### config.mk
export PLATFORM = sky130hd
export DESIGN_NAME = pisc_cfg_regs
export DESIGN_NICKNAME = d
export VERILOG_FILES = /design/src/hw/rtl/pisc_pkg.sv /design/src/hw/rtl/pisc_cfg_regs.sv
export SDC_FILE = /design/constraint.sdc
export NUM_CORES = 1
export LEC_CHECK = 0
export ABC_CLOCK_PERIOD_IN_PS = 2000
export BUFFER_PORTS_ARGS = -buffer_cell sky130_fd_sc_hd__buf_2
export CAP_MARGIN = 15
export CORE_MARGIN = 10
export CORE_UTILIZATION = 50
export CTS_CLUSTER_DIAMETER = 200
export DETAILED_ROUTE_END_ITERATION = 6
export PLACE_DENSITY = 0.79
export SLEW_MARGIN = 0
export SYNTH_ARGS = -nofsm -noshare
export SYNTH_HDL_FRONTEND = slang
export SYNTH_SLANG_ARGS = --single-unit
### constraint.sdc
create_clock -name i_clk -period 2 [get_ports i_clk]
set_input_delay 0.5 -clock i_clk [delete_from_list [all_inputs] [get_ports i_clk]]
set_output_delay 0.5 -clock i_clk [all_outputs]
set_load 0.01 [all_outputs]
### src/hw/rtl/pisc_pkg.sv
// Shared widths, reset values, types and the saturation helper of the PID block.
package pisc_pkg;

    localparam int ERR_W      = 16;
    localparam int GAIN_W     = 32;
    localparam int LIM_W      = 31;
    localparam int SEP_W      = 15;
    localparam int DRV_W      = 32;
    localparam int DIFF_W     = ERR_W + 1;
    localparam int PROD_W     = DIFF_W + GAIN_W + 1;
    localparam int FRAC_SHIFT = 8;
    localparam int TERM_W     = PROD_W - FRAC_SHIFT;
    localparam int SUM_W      = TERM_W + 2;
    localparam int CFG_IDX_W  = 3;
    localparam int CFG_DATA_W = 32;

    localparam logic [GAIN_W-1:0] RST_GAIN_P  = GAIN_W'(2013266);
    localparam logic [GAIN_W-1:0] RST_GAIN_I  = GAIN_W'(1174);
    localparam logic [GAIN_W-1:0] RST_GAIN_D  = '0;
    localparam logic [LIM_W-1:0]  RST_OUT_LIM = LIM_W'(2621440);
    localparam logic [LIM_W-1:0]  RST_INT_LIM = LIM_W'(1310720);
    localparam logic [SEP_W-1:0]  RST_SEP_LIM = SEP_W'(100);

    typedef enum logic [CFG_IDX_W-1:0] {
        CFG_GAIN_P  = 3'd0,
        CFG_GAIN_I  = 3'd1,
        CFG_GAIN_D  = 3'd2,
        CFG_OUT_LIM = 3'd3,
        CFG_INT_LIM = 3'd4,
        CFG_SEP_LIM = 3'd5
    } t_cfg_idx;

    typedef struct packed {
        logic [GAIN_W-1:0] gain_p;
        logic [GAIN_W-1:0] gain_i;
        logic [GAIN_W-1:0] gain_d;
        logic [LIM_W-1:0]  out_lim;
        logic [LIM_W-1:0]  int_lim;
        logic [SEP_W-1:0]  sep_lim;
    } t_cfg;

    // Per-stage load enables and the strobes that mark a real transaction.
    typedef struct packed {
        logic en1;
        logic en2;
        logic en3;
        logic en4;
        logic take1;
        logic take3;
    } t_pipe_ctl;

    // Symmetric saturation of a wide signed value to +/- lim.
    function automatic logic signed [DRV_W-1:0] clamp_sym(
        input logic signed [SUM_W-1:0] v,
        input logic [LIM_W-1:0]        lim
    );
        logic signed [SUM_W-1:0] pos;
        logic signed [SUM_W-1:0] neg;
        pos = signed'({{(SUM_W-LIM_W){1'b0}}, lim});
        neg = -pos;
        if (v > pos) begin
            return pos[DRV_W-1:0];
        end else if (v < neg) begin
            return neg[DRV_W-1:0];
        end else begin
            return v[DRV_W-1:0];
        end
    endfunction

endpackage

### src/hw/rtl/pisc_cfg_regs.sv
// Configuration register file of the PID block.
module pisc_cfg_regs (
    input  logic                          i_clk,
    input  logic                          i_rst_n,
    input  logic                          i_cfg_we,
    input  logic [pisc_pkg::CFG_IDX_W-1:0]  i_cfg_index,
    input  logic [pisc_pkg::CFG_DATA_W-1:0] i_cfg_data,
    output pisc_pkg::t_cfg                o_cfg
);
    import pisc_pkg::*;

    t_cfg r_cfg;

    always_ff @(posedge i_clk) begin
        if (!i_rst_n) begin
            r_cfg.gain_p  <= RST_GAIN_P;
            r_cfg.gain_i  <= RST_GAIN_I;
            r_cfg.gain_d  <= RST_GAIN_D;
            r_cfg.out_lim <= RST_OUT_LIM;
            r_cfg.int_lim <= RST_INT_LIM;
            r_cfg.sep_lim <= RST_SEP_LIM;
        end else if (i_cfg_we) begin
            case (t_cfg_idx'(i_cfg_index))
                CFG_GAIN_P:  r_cfg.gain_p  <= i_cfg_data[GAIN_W-1:0];
                CFG_GAIN_I:  r_cfg.gain_i  <= i_cfg_data[GAIN_W-1:0];
                CFG_GAIN_D:  r_cfg.gain_d  <= i_cfg_data[GAIN_W-1:0];
                CFG_OUT_LIM: r_cfg.out_lim <= i_cfg_data[LIM_W-1:0];
                CFG_INT_LIM: r_cfg.int_lim <= i_cfg_data[LIM_W-1:0];
                CFG_SEP_LIM: r_cfg.sep_lim <= i_cfg_data[SEP_W-1:0];
                default: ;
            endcase
        end
    end

    assign o_cfg = r_cfg;

endmodule

==> reports/metrics.csv <==
metric,value,unit
grt_max_degree,62,
critical_path.max_fanout,2,
clock_skew,0,ns
ctsHoldBuffers,0,
rsz0062_at_grt,no,
die_h,133,um
pwr-share-comb,6.9,%
clock-root-buffer,clkbuf_16,
post_cts_resized,0,
syn-mean-instance-area,10.4,um^2
vdd_ir_drop_max,0.000530,V
grt_util_all_layers,20.2,%
drc,0,
place_hpwl,13200,um
initialDrtViolationCount,197,
diodes,0,
switching_power,0.00168,W
ys_ff_latch,173,
synth-compound-area-share,0,%
fin_crit,1.47,ns
regToRegSetupSlack,1.29,ns
cts_tree,yes,
tightest_slew,0.371,ns
min_path_cells,3,
pre_cts_ws,0.275,ns
syn_to_final_growth,29.6,%
seqPwrFrac,48.3,%
synth_top_family_by_area,multiplexers,
r2r-start,o_cfg[160],
core_area,12600,um^2
place_congestion,0.773,
cts_buffers,17,
rr_worst_depth,2,
power,0.00737,W
syn_area,6430,um^2
cp_cell_sequence,buf_2,
syn_nets,659,
power_density,885,nW/um^2
htree_levels,4,
critical_path_arrival,0.97,ns
drv_slew,0,
antenna_found_initial,0,
regToRegEndpoint,o_cfg[160],
final_hold_viol_count,0,
post_cts_buffers,0,
fmax,0.682,GHz
netlist.area_leader.share,53.9,%
dpl_cell_area,7730,um^2
hold_path_end,o_cfg[152],
synth_area_leaders,"dfxtp_1 54%, mux2i_1 27%, nand2_1 11%",
wl_per_cell,18.0,um
clk_path_buf_depth,2,
grt_pass1_wl,28900,um
power.clock.fraction,44.8,%
grt_overflow_total,0,
cp_data_required_time,1.50,ns
swShare,22.7,%
finish.instance_area,8330,um^2
cts.sinks,173,
fin_util,66.0,%
critPathKind,reg2out,
largest_reg_flops,173,
synth_mux_area_share,26.9,%
drive_above_1_share,31.4,%
start_kind,flip-flop,
hold_class,in2reg,
die-area,17800,um^2
firstDrtPassIters,5,
p_int,0.00570,W
synth-adder-area-share,0,%
outcome,completed,
setup-tns-final,0,ns
setup.worst_path.end_class,primary output,
viasPerCell,5.08,
finalWirelength,18100,um
yosys.area_share.simple,15.9,%
io_buffers,210,
nFillCells,1025,
synth_xor_area_share,0,%
boundaryPins,211,
synth_cells,621,
yosysSeqAreaShare,53.9,%
final_nets,860,
detail-route-antenna-nets,0,
worst_path_largest_cell_delay,0.38,ns
slew_headroom,75.2,%
hp-start,i_cfg_data[11],
crit_buf_inv,1,
grt_pass1_vias,5314,
clk_latency,0.43,ns
synth.distinct_cells,15,
initial_core_util,50.9,%
synth_top_area_cell,dfxtp_1,
dieWidth,133,um
path_delay_family,flip-flops,
critPathSlowestCell,dfxtp_1,
multi_input_area,2810,um^2
layout_setup_ws,0.534,ns
fp-row-count,41,
timing.final.crit_share,73.3,%
power.leakage,4.41,nW
vias,5112,
ys_warn_count,0,
clk_pin_slew,0.06,ns
setup_viol,0,
cap_violations,0,
ff_latch_area,3460,um^2
## cells in the final DEF, fill, tap and decap left out, types with 2 or more instances in the layout
cell / n
clkinv_2: 2
nor2b_1: 39
dfxtp_1: 173
buf_2: 209
buf_12: 5
clkbuf_16: 17
clkbuf_1: 2
clkinv_4: 2
nand4bb_4: 2
clkbuf_8: 4
nand4b_1: 2
buf_4: 12
bufinv_16: 2
nand2_1: 182
mux2i_1: 173
clkinvlp_4: 3
## how the worst max path moves through the flow
stage                       endpoint  slack [ns]           start  cells past startpoint
after CTS                 o_cfg[115]        0.51      o_cfg[115]                      1
after global routing      o_cfg[111]        0.51      o_cfg[111]                      1
after floorplan           o_cfg[167]        0.36  i_cfg_index[0]                      5
final                     o_cfg[111]        0.53      o_cfg[111]                      1
after global placement     o_cfg[23]        0.36  i_cfg_index[0]                      4
after detailed placement  o_cfg[122]        0.27        i_cfg_we                      4
## cell usage after synthesis
master and n:
mux2i_1 173, nand4bb_1 3, nor2b_1 39, buf_6 2, buf_1 1, nand4b_1 2, nand2_1 182, and4b_1 1
buf_2 14, clkbuf_1 25, or4b_4 1, dfxtp_1 173, nor4bb_1 1, buf_4 3, nor4b_1 1
## cell type report
| type | instances | share of cell area (%) |
|---|---|---|
| well taps | 172 | 2.58 |
| multi-input cells | 403 | 33.7 |
| flip-flops and latches | 173 | 41.6 |
| clock inverters | 9 | 1.32 |
| repair buffers | 227 | 15.0 |
| clock buffers | 23 | 5.86 |
## power by group through the flow
stage	registers (W)	logic (W)	clock network (W)
final	0.00356	0.000507	0.00330
after CTS	0.00356	0.000513	0.00335
after global routing	0.00357	0.000552	0.00350
after floorplan	0.00367	0.000249	0
after detailed placement	0.00364	0.000510	0
after global placement	0.00364	0.000495	0
## cells by family after synthesis
group,after synthesis
flops,173
mux,173
simple gates,230
buf+inv,45
## through the flow
step,hold slack (ns),instances
6_report,0.344,1007
5_1_grt,0.352,1007
2_1_floorplan,0.479,621
4_1_cts,0.328,1007
3_3_place_gp,0.439,975
3_5_place_dp,0.448,975
## layer usage
layer	part of all wire, %	up-vias	routed length, um	global-route usage [%]
met3	9.1	24	1640	8.31
met1	42	2447	7570	23.4
met2	48	185	8630	32.7
li1	-	2456	-	-
met4	1.6	0	299	7.68
met5	0	-	0	0
Power figures use the tool's default switching activity.
