`src/hw/rtl/pisc_pkg.sv`:
```
// Shared widths, reset values, types and the saturation helper of the PID block.
package pisc_pkg;

    localparam int ERR_W      = 16;
    localparam int GAIN_W     = 32;
    localparam int LIM_W      = 31;
    localparam int SEP_W      = 15;
    localparam int DRV_W      = 32;
    localparam int DIFF_W     = ERR_W + 1;
    localparam int PROD_W     = DIFF_W + GAIN_W + 1;
    localparam int FRAC_SHIFT = 8;
    localparam int TERM_W     = PROD_W - FRAC_SHIFT;
    localparam int SUM_W      = TERM_W + 2;
    localparam int CFG_IDX_W  = 3;
    localparam int CFG_DATA_W = 32;

    localparam logic [GAIN_W-1:0] RST_GAIN_P  = GAIN_W'(2013266);
    localparam logic [GAIN_W-1:0] RST_GAIN_I  = GAIN_W'(1174);
    localparam logic [GAIN_W-1:0] RST_GAIN_D  = '0;
    localparam logic [LIM_W-1:0]  RST_OUT_LIM = LIM_W'(2621440);
    localparam logic [LIM_W-1:0]  RST_INT_LIM = LIM_W'(1310720);
    localparam logic [SEP_W-1:0]  RST_SEP_LIM = SEP_W'(100);

    typedef enum logic [CFG_IDX_W-1:0] {
        CFG_GAIN_P  = 3'd0,
        CFG_GAIN_I  = 3'd1,
        CFG_GAIN_D  = 3'd2,
        CFG_OUT_LIM = 3'd3,
        CFG_INT_LIM = 3'd4,
        CFG_SEP_LIM = 3'd5
    } t_cfg_idx;

    typedef struct packed {
        logic [GAIN_W-1:0] gain_p;
        logic [GAIN_W-1:0] gain_i;
        logic [GAIN_W-1:0] gain_d;
        logic [LIM_W-1:0]  out_lim;
        logic [LIM_W-1:0]  int_lim;
        logic [SEP_W-1:0]  sep_lim;
    } t_cfg;

    // Per-stage load enables and the strobes that mark a real transaction.
    typedef struct packed {
        logic en1;
        logic en2;
        logic en3;
        logic en4;
        logic take1;
        logic take3;
    } t_pipe_ctl;

    // Symmetric saturation of a wide signed value to +/- lim.
    function automatic logic signed [DRV_W-1:0] clamp_sym(
        input logic signed [SUM_W-1:0] v,
        input logic [LIM_W-1:0]        lim
    );
        logic signed [SUM_W-1:0] pos;
        logic signed [SUM_W-1:0] neg;
        pos = signed'({{(SUM_W-LIM_W){1'b0}}, lim});
        neg = -pos;
        if (v > pos) begin
            return pos[DRV_W-1:0];
        end else if (v < neg) begin
            return neg[DRV_W-1:0];
        end else begin
            return v[DRV_W-1:0];
        end
    endfunction

endpackage

```
`src/hw/rtl/pisc_front.sv`:
```
// Input register, error difference, separation test and the three gain products.
module pisc_front (
    input  logic                                i_clk,
    input  logic                                i_rst_n,
    input  pisc_pkg::t_pipe_ctl                 i_ctl,
    input  pisc_pkg::t_cfg                      i_cfg,
    input  logic signed [pisc_pkg::ERR_W-1:0]   i_error_sample,
    output logic signed [pisc_pkg::TERM_W-1:0]  o_term_p,
    output logic signed [pisc_pkg::TERM_W-1:0]  o_term_i,
    output logic signed [pisc_pkg::TERM_W-1:0]  o_term_d,
    output logic                                o_sep_ok
);
    import pisc_pkg::*;

    logic signed [ERR_W-1:0]  r_prev_err;
    logic signed [ERR_W-1:0]  r_err;
    logic signed [DIFF_W-1:0] r_diff;
    logic                     r_sep_ok;
    logic signed [DIFF_W-1:0] n_diff;
    logic [DIFF_W-1:0]        err_mag;
    logic signed [DIFF_W-1:0] err_x;
    logic signed [PROD_W-1:0] prod_p;
    logic signed [PROD_W-1:0] prod_i;
    logic signed [PROD_W-1:0] prod_d;
    logic signed [TERM_W-1:0] r_term_p;
    logic signed [TERM_W-1:0] r_term_i;
    logic signed [TERM_W-1:0] r_term_d;
    logic                     r_sep_ok2;
    logic signed [DIFF_W-1:0] in_x;

    assign in_x    = DIFF_W'(i_error_sample);
    assign n_diff  = in_x - DIFF_W'(r_prev_err);
    assign err_mag = in_x[DIFF_W-1] ? DIFF_W'(-in_x) : DIFF_W'(in_x);

    always_ff @(posedge i_clk) begin
        if (!i_rst_n) begin
            r_prev_err <= '0;
        end else if (i_ctl.take1) begin
            r_prev_err <= i_error_sample;
        end
    end

    always_ff @(posedge i_clk) begin
        if (i_ctl.en1) begin
            r_err    <= i_error_sample;
            r_diff   <= n_diff;
            r_sep_ok <= (err_mag <= {{(DIFF_W-SEP_W){1'b0}}, i_cfg.sep_lim});
        end
    end

    // Signed error or error difference times unsigned gain; the arithmetic shift gives floor division.
    assign err_x  = DIFF_W'(r_err);
    assign prod_p = PROD_W'(err_x)  * PROD_W'($signed({1'b0, i_cfg.gain_p}));
    assign prod_i = PROD_W'(err_x)  * PROD_W'($signed({1'b0, i_cfg.gain_i}));
    assign prod_d = PROD_W'(r_diff) * PROD_W'($signed({1'b0, i_cfg.gain_d}));

    always_ff @(posedge i_clk) begin
        if (i_ctl.en2) begin
            r_term_p  <= prod_p[PROD_W-1:FRAC_SHIFT];
            r_term_i  <= prod_i[PROD_W-1:FRAC_SHIFT];
            r_term_d  <= prod_d[PROD_W-1:FRAC_SHIFT];
            r_sep_ok2 <= r_sep_ok;
        end
    end

    assign o_term_p = r_term_p;
    assign o_term_i = r_term_i;
    assign o_term_d = r_term_d;
    assign o_sep_ok = r_sep_ok2;

endmodule

```
`config.mk`:
```
export PLATFORM = sky130hd
export DESIGN_NAME = pisc_front
export DESIGN_NICKNAME = d
export VERILOG_FILES = /design/src/hw/rtl/pisc_pkg.sv /design/src/hw/rtl/pisc_front.sv
export SDC_FILE = /design/constraint.sdc
export NUM_CORES = 2
export LEC_CHECK = 0
export BUFFER_PORTS_ARGS = -buffer_cell sky130_fd_sc_hd__clkbuf_2
export CAP_MARGIN = 20
export CELL_PAD_IN_SITES_DETAIL_PLACEMENT = 0
export CELL_PAD_IN_SITES_GLOBAL_PLACEMENT = 1
export CORE_AREA = 4 4 413 456
export CTS_BUF_LIST = sky130_fd_sc_hd__clkbuf_8 sky130_fd_sc_hd__clkbuf_16
export DETAILED_ROUTE_END_ITERATION = 16
export DIE_AREA = 0 0 417 460
export PLACE_DENSITY = 0.61
export SYNTH_ARGS = -nofsm -noshare
export SYNTH_HDL_FRONTEND = slang
export SYNTH_SLANG_ARGS = --single-unit
export TNS_END_PERCENT = 100
```
`constraint.sdc`:
```
create_clock -name i_clk -period 11.3 [get_ports i_clk]
set_clock_uncertainty 0.05 [all_clocks]
set_input_delay 1.695 -clock i_clk [delete_from_list [all_inputs] [get_ports i_clk]]
set_output_delay 1.695 -clock i_clk [all_outputs]
set_load 0.02 [all_outputs]
```
==> flow_summary.ini <==
[clock_tree]
clock_path_buffers = 2
cts_tree = built
cts.sinks = 175
cts_made_buffers = 17
cts_root_buf = clkbuf_16
holdBufCountCts = 0
post-cts-setup-buffer-count = 0
postCtsResizedCells = 0
h-tree-depth = 4
clk_pin_slew_worst_paths_ns = 0.08
clk_latency_ns = 0.55

[finish]
syn_to_final_growth_pct = 7.69
nFillCells = 19224
seqCellArea_um2 = 5090
drive_gt1_frac = 0.0589
multi_input_area_um2 = 44600
final_nets = 8148

[route]
antenna_left = 0
drc = 0
firstDrtPassIters = 5
wl_per_cell_um = 18.3
vias = 39567
drt_iter0_drc = 1790
vias_per_cell = 4.59
routed_wl_um = 158000

[sta]
hold_violations = 0
slew_viol_final = 0
setup_viol = 0
grt_setup_unrepaired = false
period_share = 0.753
tns_ns = 0
tightest_slew_ns = 1.15
max_freq_mhz = 118
max-slew-margin-rel = 0.228
period_needed_ns = 8.50

[global_routing]
antenna_found_initial = 19
grt_pass1_wl_um = 255000
grt-ovfl-total = 0
grt_pass1_vias = 44102
grt_max_degree = 65
grt_util_all_layers = 0.172

[synthesis]
synthCells = 6132
synth_flop_cell = edfxtp_1
synth_nets = 8100
syn_area_um2 = 56600
yosysWarnings = 0
ys_ff_latch = 175
synth_edf_count = 159
ys_seq_area_frac = 0.0900
avgSynthCellArea_um2 = 9.24
ys_types = 76
async_reset_ff_frac = 0

[die]
core_um2 = 183000
die_h_um = 460
die_w_um = 417
start_util = 0.309
pin_count = 324
rows = 165
die-area_um2 = 192000

[placement]
place_hpwl_um = 123000
place_congestion = 0.816
numPortBuffers = 258

[critical_path]
cpLargestDelayFamily = adder cells
cp_slowest_cell = a32oi_1
crit_buf_inv = 3
critPathMaxStageDelay_ns = 0.62
reg2reg_from = r_err[4]$_DFFE_PP_
cpMostUsedCell = fa_1
cp-end-kind = register
critPathMaxFanout = 16
crit_type = in -> reg
critPathLaunch = i_cfg[116]
critPathLaunchType = primary input
cp_data_required_time_ns = 11.54
path_cells = clkbuf_2 > and2_1 > fa_1 > inv_1 > fa_1 > fa_1 > fa_1 > inv_1 > fa_1 > fa_1 > ha_1 > and4_1 > and3_1 > a32oi_1 > o211a_1 > o21ai_1 > o41ai_2 > nand3b_1 > nor2_1 > a2111oi_0
arrival_ns = 8.75

[min_path]
worstHoldStart = r_sep_ok$_DFFE_PP_
hold_class = reg -> reg

[job]
drv_cap = 0

[run_status]
status = complete, no violations
registers in the layout, indices dropped and copies added, names as in the netlist:
signal      cells
r_sep_ok        1
r_prev_err     16
o_term_i       41
r_diff         17
r_err          16
o_term_d       42
o_sep_ok        1
o_term_p       41
routing by layer:
layer / GRT usage / part of all wire / up-vias / wire, µm
met5: 0 / 0.00046 / - / 73
met1: 0.219 / 0.43 / 20757 / 68000
met4: 0.0428 / 0.023 / 10 / 3620
met3: 0.0254 / 0.039 / 130 / 6170
li1: - / - / 18013 / -
met2: 0.305 / 0.51 / 657 / 79900
worst reg2reg max path, stage by stage (launching register included):
cell,delay (ns)
edfxtp_1,0.86
buf_4,0.48
and2_1,0.23
fa_1,0.39
inv_1,0.09
fa_1,0.45
fa_1,0.51
fa_1,0.58
inv_1,0.06
fa_1,0.51
fa_1,0.43
ha_1,0.34
and4_1,0.22
and3_1,0.18
a32oi_1,0.62
o211a_1,0.42
o21ai_1,0.24
o41ai_2,0.51
nand3b_1,0.20
nor2_1,0.08
a2111oi_0,0.45
worst paths after layout:
check	endpoint	slack, ns	cells after the start
worst max-delay path	o_term_i[39]$_DFFE_PP_	2.80	20
worst min-delay path	o_sep_ok$_DFFE_PP_	0.38	0
worst max register to register	o_term_i[39]$_DFFE_PP_	3.15	20
worst min register to register	o_sep_ok$_DFFE_PP_	0.38	0
cell type report:
class	instances	share of cell area
clock buffer	17	0.00697
timing repair buffer	311	0.0281
clock inverter	15	0.00369
tap	2421	0.0497
multi-input combinational	4114	0.731
antenna	14	0.000574
sequential	175	0.0835
inverter	1561	0.0961
through the flow:
stage	setup WS, ns	util	instance area, µm²	std cells	hold slack (ns)
finish	2.80	0.333	61000	8628	0.382
CTS	2.69	0.332	60900	8613	0.382
floorplan	3.42	-	56600	6132	0.350
detailed placement	2.08	0.329	60300	8581	0.360
global placement	2.14	0.329	60300	8581	0.352
global route	2.43	0.333	61000	8619	0.390
cell usage in the layout (no fill, tap or decap), drive strengths merged, types with 5 or more instances in the layout:
cell type  count
and4           6
mux2i         16
nand2        846
nand4         27
xnor2         92
o21a           9
and3          11
buf           53
clkinv         6
a21o          74
nor3          17
clkbuf       274
nor2b         29
o41ai          5
and2         683
a31oi         15
o21bai        15
o211ai         5
ha           488
o31ai         10
dfxtp         16
nand2b        41
a2111oi        6
inv         1570
fa          1283
a21boi         8
diode         14
a211oi         7
xor2          51
o21ai         52
nor2         132
edfxtp       159
nand3         32
a21oi        103
cell usage after synthesis, drive strengths merged (6+ instances only):
master,number,share of area
o21a,9,0.0012
a21o,74,0.0098
nor3,17,0.0015
and2,683,0.075
and4,6,0.00093
o21ai,52,0.0046
nor2b,29,0.0032
a31oi,15,0.0018
clkbuf,277,0.018
o31ai,10,0.0017
ha,488,0.11
o21bai,15,0.0020
xor2,51,0.0079
nor2,132,0.0087
nand4,27,0.0030
nand2b,41,0.0045
dfxtp,16,0.0057
mux2i,16,0.0028
a2111oi,6,0.0013
a21oi,103,0.0092
a21boi,8,0.0013
and3,11,0.0012
a211oi,7,0.0010
nand3,32,0.0028
fa,1283,0.45
nand2,846,0.056
xnor2,92,0.014
inv,1560,0.10
edfxtp,159,0.084
logic make-up (layout without fill, tap and decap cells):
family | Yosys count | count (layout) | synth area share
XOR/XNOR | 143 | 143 | 0.0221
multiplexers | 16 | 16 | 0.00283
AO/OA/AOI/OAI | 347 | 347 | 0.0422
buffers and inverters | 1843 | 1904 | 0.122
other | 0 | 14 | 0
flip-flops | 175 | 175 | 0.0900
AND/OR/NAND/NOR | 1837 | 1837 | 0.159
adder cells (fa/ha/maj) | 1771 | 1771 | 0.561
Power is left out: the tool's default activity adds up to more than one toggle a clock period on the data nets, which glitch-free logic cannot reach.
