[config.mk]
export PLATFORM = sky130hd
export DESIGN_NAME = pisc_accum
export DESIGN_NICKNAME = d
export VERILOG_FILES = /design/src/hw/rtl/pisc_pkg.sv /design/src/hw/rtl/pisc_accum.sv
export SDC_FILE = /design/constraint.sdc
export NUM_CORES = 1
export LEC_CHECK = 0
export BUFFER_PORTS_ARGS = -buffer_cell sky130_fd_sc_hd__buf_2
export CAP_MARGIN = 20
export CORE_UTILIZATION = 48
export DETAILED_ROUTE_END_ITERATION = 8
export PLACE_DENSITY_LB_ADDON = 0.05
export SKIP_CTS_REPAIR_TIMING = 1
export SLEW_MARGIN = 20
export SYNTH_ARGS = -nofsm -noshare
export SYNTH_HDL_FRONTEND = slang
export SYNTH_SLANG_ARGS = --single-unit
[constraint.sdc]
create_clock -name i_clk -period 8 [get_ports i_clk]
set_input_delay 0.4 -clock i_clk [delete_from_list [all_inputs] [get_ports i_clk]]
set_output_delay 0.4 -clock i_clk [all_outputs]
set_load 0.01 [all_outputs]
[src/hw/rtl/pisc_pkg.sv]
// Shared widths, reset values, types and the saturation helper of the PID block.
package pisc_pkg;

    localparam int ERR_W      = 16;
    localparam int GAIN_W     = 32;
    localparam int LIM_W      = 31;
    localparam int SEP_W      = 15;
    localparam int DRV_W      = 32;
    localparam int DIFF_W     = ERR_W + 1;
    localparam int PROD_W     = DIFF_W + GAIN_W + 1;
    localparam int FRAC_SHIFT = 8;
    localparam int TERM_W     = PROD_W - FRAC_SHIFT;
    localparam int SUM_W      = TERM_W + 2;
    localparam int CFG_IDX_W  = 3;
    localparam int CFG_DATA_W = 32;

    localparam logic [GAIN_W-1:0] RST_GAIN_P  = GAIN_W'(2013266);
    localparam logic [GAIN_W-1:0] RST_GAIN_I  = GAIN_W'(1174);
    localparam logic [GAIN_W-1:0] RST_GAIN_D  = '0;
    localparam logic [LIM_W-1:0]  RST_OUT_LIM = LIM_W'(2621440);
    localparam logic [LIM_W-1:0]  RST_INT_LIM = LIM_W'(1310720);
    localparam logic [SEP_W-1:0]  RST_SEP_LIM = SEP_W'(100);

    typedef enum logic [CFG_IDX_W-1:0] {
        CFG_GAIN_P  = 3'd0,
        CFG_GAIN_I  = 3'd1,
        CFG_GAIN_D  = 3'd2,
        CFG_OUT_LIM = 3'd3,
        CFG_INT_LIM = 3'd4,
        CFG_SEP_LIM = 3'd5
    } t_cfg_idx;

    typedef struct packed {
        logic [GAIN_W-1:0] gain_p;
        logic [GAIN_W-1:0] gain_i;
        logic [GAIN_W-1:0] gain_d;
        logic [LIM_W-1:0]  out_lim;
        logic [LIM_W-1:0]  int_lim;
        logic [SEP_W-1:0]  sep_lim;
    } t_cfg;

    // Per-stage load enables and the strobes that mark a real transaction.
    typedef struct packed {
        logic en1;
        logic en2;
        logic en3;
        logic en4;
        logic take1;
        logic take3;
    } t_pipe_ctl;

    // Symmetric saturation of a wide signed value to +/- lim.
    function automatic logic signed [DRV_W-1:0] clamp_sym(
        input logic signed [SUM_W-1:0] v,
        input logic [LIM_W-1:0]        lim
    );
        logic signed [SUM_W-1:0] pos;
        logic signed [SUM_W-1:0] neg;
        pos = signed'({{(SUM_W-LIM_W){1'b0}}, lim});
        neg = -pos;
        if (v > pos) begin
            return pos[DRV_W-1:0];
        end else if (v < neg) begin
            return neg[DRV_W-1:0];
        end else begin
            return v[DRV_W-1:0];
        end
    endfunction

endpackage

[src/hw/rtl/pisc_accum.sv]
// Integrator update with clamp, output sum and output saturation register.
module pisc_accum (
    input  logic                                i_clk,
    input  logic                                i_rst_n,
    input  pisc_pkg::t_pipe_ctl                 i_ctl,
    input  pisc_pkg::t_cfg                      i_cfg,
    input  logic signed [pisc_pkg::TERM_W-1:0]  i_term_p,
    input  logic signed [pisc_pkg::TERM_W-1:0]  i_term_i,
    input  logic signed [pisc_pkg::TERM_W-1:0]  i_term_d,
    input  logic                                i_sep_ok,
    output logic signed [pisc_pkg::DRV_W-1:0]   o_drive_value
);
    import pisc_pkg::*;

    logic signed [DRV_W-1:0] r_integ;
    logic signed [DRV_W-1:0] n_integ;
    logic signed [SUM_W-1:0] integ_acc;
    logic signed [SUM_W-1:0] r_pd;
    logic signed [SUM_W-1:0] n_sum;
    logic signed [DRV_W-1:0] r_drive;

    assign integ_acc = i_sep_ok ? SUM_W'(r_integ) + SUM_W'(i_term_i) : SUM_W'(r_integ);
    assign n_integ   = clamp_sym(integ_acc, i_cfg.int_lim);

    // The integrator holds the value of the transaction in stage three until it moves on.
    always_ff @(posedge i_clk) begin
        if (!i_rst_n) begin
            r_integ <= '0;
        end else if (i_ctl.take3) begin
            r_integ <= n_integ;
        end
    end

    always_ff @(posedge i_clk) begin
        if (i_ctl.en3) begin
            r_pd <= SUM_W'(i_term_p) + SUM_W'(i_term_d);
        end
    end

    assign n_sum = r_pd + SUM_W'(r_integ);

    always_ff @(posedge i_clk) begin
        if (i_ctl.en4) begin
            r_drive <= clamp_sym(n_sum, i_cfg.out_lim);
        end
    end

    assign o_drive_value = r_drive;

endmodule

==> metrics.txt <==
# TYPE chip_impl_metric gauge
chip_impl_info{name="outcome",value="complete, no violations"} 1
chip_impl_metric{name="fp.dieW",unit="um"} 195
chip_impl_metric{name="met2WireLength",unit="um"} 23500
chip_impl_metric{name="cts_inserted_buffers",unit=""} 9
chip_impl_metric{name="grt_max_degree",unit=""} 59
chip_impl_metric{name="cts_sink_cnt",unit=""} 107
chip_impl_metric{name="track_usage",unit="%"} 29.0
chip_impl_metric{name="post_route_cells_drive_above_1_share",unit="%"} 13.5
chip_impl_metric{name="post_synth.cell_area_avg",unit="um2"} 7.93
chip_impl_metric{name="ff_latch_count_synth",unit=""} 107
chip_impl_metric{name="floorplan.core_area",unit="um2"} 36500
chip_impl_info{name="timing.critical_path.slowest_stage_cell",value="sky130_fd_sc_hd__a211oi_1"} 1
chip_impl_info{name="hold_path.class",value="primary input to flip-flop"} 1
chip_impl_metric{name="layout_min_cycle_time",unit="ns"} 6.72
chip_impl_metric{name="critical_path_arrival",unit="ns"} 7.04
chip_impl_info{name="tritoncts_clock_tree",value="built"} 1
chip_impl_metric{name="dr.pass1.iters",unit=""} 5
chip_impl_metric{name="synth_cell_type_count",unit=""} 100
chip_impl_metric{name="route.detailed.vias_per_inst",unit=""} 6.14
chip_impl_metric{name="cellPowerDensity",unit="nW/um2"} 198
chip_impl_metric{name="final.fill_count",unit=""} 3574
chip_impl_metric{name="placementRows",unit=""} 70
chip_impl_metric{name="layout_worst_path_cycle_share",unit="%"} 84.0
chip_impl_metric{name="wl_met3",unit="um"} 3760
chip_impl_metric{name="crit_path_max_fanout",unit=""} 21
chip_impl_metric{name="maxSlewViolCount",unit=""} 0
chip_impl_info{name="critical_setup_path_class",value="flip-flop to flip-flop"} 1
chip_impl_metric{name="post_synth_simple_gate_area",unit="%"} 18.7
chip_impl_metric{name="synth_compound_gate_area_share",unit="%"} 27.6
chip_impl_metric{name="setup_violations",unit=""} 0
chip_impl_info{name="cpLargestDelayFamily",value="compound AO/OA/AOI/OAI gates"} 1
chip_impl_metric{name="worst_setup_hold_path_clk_slew",unit="ns"} 0.09
chip_impl_metric{name="max_cap_viols",unit=""} 0
chip_impl_metric{name="syn2layout_area_growth",unit="%"} 9.71
chip_impl_metric{name="synth_enable_flop_cells",unit=""} 75
chip_impl_info{name="dominantRegCellSynth",value="sky130_fd_sc_hd__edfxtp_1"} 1
chip_impl_metric{name="routed_wl",unit="um"} 55600
chip_impl_info{name="worst_setup_path_start_kind",value="flip-flop"} 1
chip_impl_metric{name="wl_met1",unit="um"} 27400
chip_impl_metric{name="portBuffers",unit=""} 225
chip_impl_metric{name="grt_antenna_before_repair",unit=""} 1
chip_impl_metric{name="drt.antenna.violating_nets",unit=""} 0
chip_impl_metric{name="synth.yosys.warnings",unit=""} 0
chip_impl_info{name="ordered_list_of_cells_on_the_worst_path",value="ha_1 -> inv_1 -> fa_1 -> nand2b_1 -> a21oi_1 -> o21ai_0 -> o21ai_1 -> buf_4 -> nor2_1 -> o21a_1 -> a211oi_1 -> inv_1 -> ha_1 -> a21o_1 -> a2111oi_0 -> a31oi_1 -> a31oi_2 -> o21ai_4 -> buf_4 -> o21a_1 -> a221oi_1 -> a31o_2"} 1
chip_impl_info{name="cts.root.buffer_cell",value="sky130_fd_sc_hd__clkbuf_16"} 1
chip_impl_metric{name="worst-slew-pin-transition",unit="ns"} 1.11
chip_impl_metric{name="seq_power_share",unit="%"} 20.8
chip_impl_metric{name="worst_clock_skew",unit="ns"} 0.0151
chip_impl_metric{name="finalSetupTns",unit="ns"} 0
chip_impl_metric{name="clk_path_buf_depth",unit=""} 2
chip_impl_metric{name="routed-via-count",unit=""} 17700
chip_impl_metric{name="final.setup.worst_slack",unit="ns"} 1.28
chip_impl_metric{name="remaining_drc_errors",unit=""} 0
chip_impl_metric{name="dieArea",unit="um2"} 37900
chip_impl_metric{name="worst-endpoint-required",unit="ns"} 8.32
chip_impl_metric{name="timing.final.hold_violations",unit=""} 0
chip_impl_metric{name="max_clock_freq",unit="GHz"} 0.149
chip_impl_metric{name="nets",unit=""} 2995
chip_impl_metric{name="detailedRoute.firstIterationViolations",unit=""} 1285
chip_impl_metric{name="die_h",unit="um"} 195
chip_impl_metric{name="syn_nets",unit=""} 2833
chip_impl_metric{name="netSwitchingFraction",unit="%"} 49.0
chip_impl_metric{name="mappedNetlistArea",unit="um2"} 17800
chip_impl_metric{name="irDropWorstVdd",unit="mV"} 0.119
chip_impl_info{name="crit_end_category",value="flip-flop"} 1
chip_impl_metric{name="synthArstFlopShare",unit="%"} 0
chip_impl_info{name="setup_repair_after_global_routing_missed_its_margin",value="false"} 1
chip_impl_metric{name="switching_power",unit="uW"} 1890
chip_impl_metric{name="initial_utilization",unit="%"} 48.7
chip_impl_info{name="mostFrequentLayoutCell",value="sky130_fd_sc_hd__ha_1"} 1
chip_impl_metric{name="place_inst",unit=""} 2865
chip_impl_metric{name="internal_power",unit="uW"} 1970
chip_impl_metric{name="top_level_ports",unit=""} 340
chip_impl_metric{name="power_leakage",unit="uW"} 0.00901
chip_impl_metric{name="grt_first_pass_wirelength",unit="um"} 88000
chip_impl_metric{name="layoutNonFillerInstCount",unit=""} 2883
chip_impl_metric{name="gp_congestion",unit=""} 0.956
chip_impl_metric{name="minimum_setup_slack_after_placement",unit="ns"} 1.49
chip_impl_metric{name="cpPeakStageDelay",unit="ns"} 0.62
chip_impl_info{name="synth_top_family_by_area",value="compound AO/OA/AOI/OAI gates"} 1
chip_impl_metric{name="synthAdderAreaFrac",unit="%"} 19.7
chip_impl_info{name="final_cell_mix",value="276 x sky130_fd_sc_hd__ha_1, 225 x sky130_fd_sc_hd__buf_2, 201 x sky130_fd_sc_hd__a21oi_1"} 1
chip_impl_metric{name="first_global_vias",unit=""} 16400
chip_impl_metric{name="grt-ovfl-total",unit=""} 0
chip_impl_metric{name="ctsHtreeMaxLevel",unit=""} 3
chip_impl_metric{name="pwr-share-comb",unit="%"} 67.3
chip_impl_metric{name="post_synth_inst_count",unit=""} 2246
chip_impl_info{name="highest_layer",value="met4"} 1
chip_impl_metric{name="synth.mux.area_fraction",unit="%"} 5.43
chip_impl_metric{name="place.detailed.hpwl",unit="um"} 46300
chip_impl_metric{name="relSlewSlack",unit="%"} 25.1
chip_impl_metric{name="power.share.clock",unit="%"} 11.8
chip_impl_metric{name="buffers_inverters_on_critical_path",unit=""} 4
chip_impl_metric{name="route.detailed.wl_per_inst",unit="um"} 19.3
chip_impl_metric{name="clock_insertion_delay_worst_skew",unit="ns"} 0.38
chip_impl_metric{name="synthXorXnorAreaFrac",unit="%"} 7.33
chip_impl_metric{name="ys_seq_area_share",unit="%"} 16.3
[registers in the layout (all words and copies together) (netlist names)]
register / cells
r_integ: 32
o_drive_value: 32
r_pd: 43
[routing by layer]
metal / global-route usage, % / vias to the layer above
li1: - / 8810
met1: 42.6 / 8216
met2: 44.1 / 625
met3: 4.29 / 51
met4: 6.76 / 0
met5: 0 / -
[through the flow]
step | hold WS (ns) | cell area, um2 | total power, uW | utilization [%]
after floorplan | 0.458 | 17800 | 2650 | -
after global placement | 0.515 | 19200 | 3320 | 52.7
after detailed placement | 0.517 | 19200 | 3370 | 52.7
after CTS | 0.303 | 19500 | 3840 | 53.5
after global routing | 0.326 | 19500 | 4190 | 53.5
final | 0.313 | 19500 | 3860 | 53.5
[path summary, 6_finish.rpt]
kind | start | endpoint | slack (ns) | depth (start not counted)
max reg2reg | r_integ[0] | r_integ[13] | 1.28 | 22
min reg2reg | r_integ[16] | r_integ[16] | 0.52 | 2
min | i_term_d[0] | r_pd[0] | 0.31 | 2
max | r_integ[0] | r_integ[13] | 1.28 | 22
[synth_stat cells (10+ instances only)]
| master | n | area share (%) |
|---|---|---|
| sky130_fd_sc_hd__inv_1 | 128 | 2.7 |
| sky130_fd_sc_hd__or3_1 | 14 | 0.49 |
| sky130_fd_sc_hd__and2_1 | 14 | 0.49 |
| sky130_fd_sc_hd__edfxtp_1 | 75 | 13 |
| sky130_fd_sc_hd__nand3_1 | 47 | 1.3 |
| sky130_fd_sc_hd__a211oi_1 | 52 | 2.2 |
| sky130_fd_sc_hd__nand2_1 | 187 | 3.9 |
| sky130_fd_sc_hd__dfxtp_1 | 32 | 3.6 |
| sky130_fd_sc_hd__and4_1 | 10 | 0.49 |
| sky130_fd_sc_hd__o2111ai_1 | 13 | 0.64 |
| sky130_fd_sc_hd__nor3_1 | 67 | 1.9 |
| sky130_fd_sc_hd__buf_2 | 13 | 0.37 |
| sky130_fd_sc_hd__o31ai_1 | 11 | 0.46 |
| sky130_fd_sc_hd__nor2b_1 | 27 | 0.95 |
| sky130_fd_sc_hd__nand2b_1 | 23 | 0.81 |
| sky130_fd_sc_hd__clkbuf_1 | 56 | 1.2 |
| sky130_fd_sc_hd__nor4_1 | 26 | 0.91 |
| sky130_fd_sc_hd__a21o_1 | 97 | 4.1 |
| sky130_fd_sc_hd__and3_1 | 20 | 0.70 |
| sky130_fd_sc_hd__mux2_2 | 15 | 0.95 |
| sky130_fd_sc_hd__xnor2_1 | 110 | 5.4 |
| sky130_fd_sc_hd__a211oi_2 | 12 | 0.84 |
| sky130_fd_sc_hd__nand4_1 | 54 | 1.9 |
| sky130_fd_sc_hd__ha_1 | 276 | 19 |
| sky130_fd_sc_hd__nor2_1 | 138 | 2.9 |
| sky130_fd_sc_hd__o211ai_1 | 32 | 1.3 |
| sky130_fd_sc_hd__o21ai_1 | 18 | 0.51 |
| sky130_fd_sc_hd__o21a_1 | 32 | 1.3 |
| sky130_fd_sc_hd__a2111oi_0 | 10 | 0.49 |
| sky130_fd_sc_hd__xor2_1 | 39 | 1.9 |
| sky130_fd_sc_hd__mux2i_1 | 73 | 4.1 |
| sky130_fd_sc_hd__o21bai_1 | 19 | 0.80 |
| sky130_fd_sc_hd__a31oi_1 | 20 | 0.70 |
| sky130_fd_sc_hd__o21ai_0 | 128 | 3.6 |
| sky130_fd_sc_hd__buf_4 | 10 | 0.42 |
| sky130_fd_sc_hd__a21oi_1 | 201 | 5.7 |
[logic make-up after synthesis]
group / after synthesis
AOI/OAI and AO/OA: 736
and+or+nand+nor: 665
adders and majority gates: 279
buffers and inverters: 217
xor gates and xnor gates: 149
DFF: 107
muxes: 93
[layout make-up]
class | instances | area [um2] | share of cell area, %
clock buffers | 10 | 229 | 1.17
clock inverters | 6 | 65.1 | 0.333
diodes | 2 | 5.00 | 0.0256
multi-input cells | 1922 | 14000 | 71.9
inverters | 131 | 492 | 2.52
well taps | 468 | 586 | 3.00
repair buffers | 237 | 1220 | 6.23
flip-flops and latches | 107 | 2890 | 14.8
[power groups by stage]
stage	Combinational, uW	Clock [uW]	Sequential (uW)
after global placement	2510	0	815
final	2600	457	803
after global routing	2890	484	812
after CTS	2570	466	804
after floorplan	1850	0	803
after detailed placement	2550	0	817
Power figures use the tool's default switching activity.
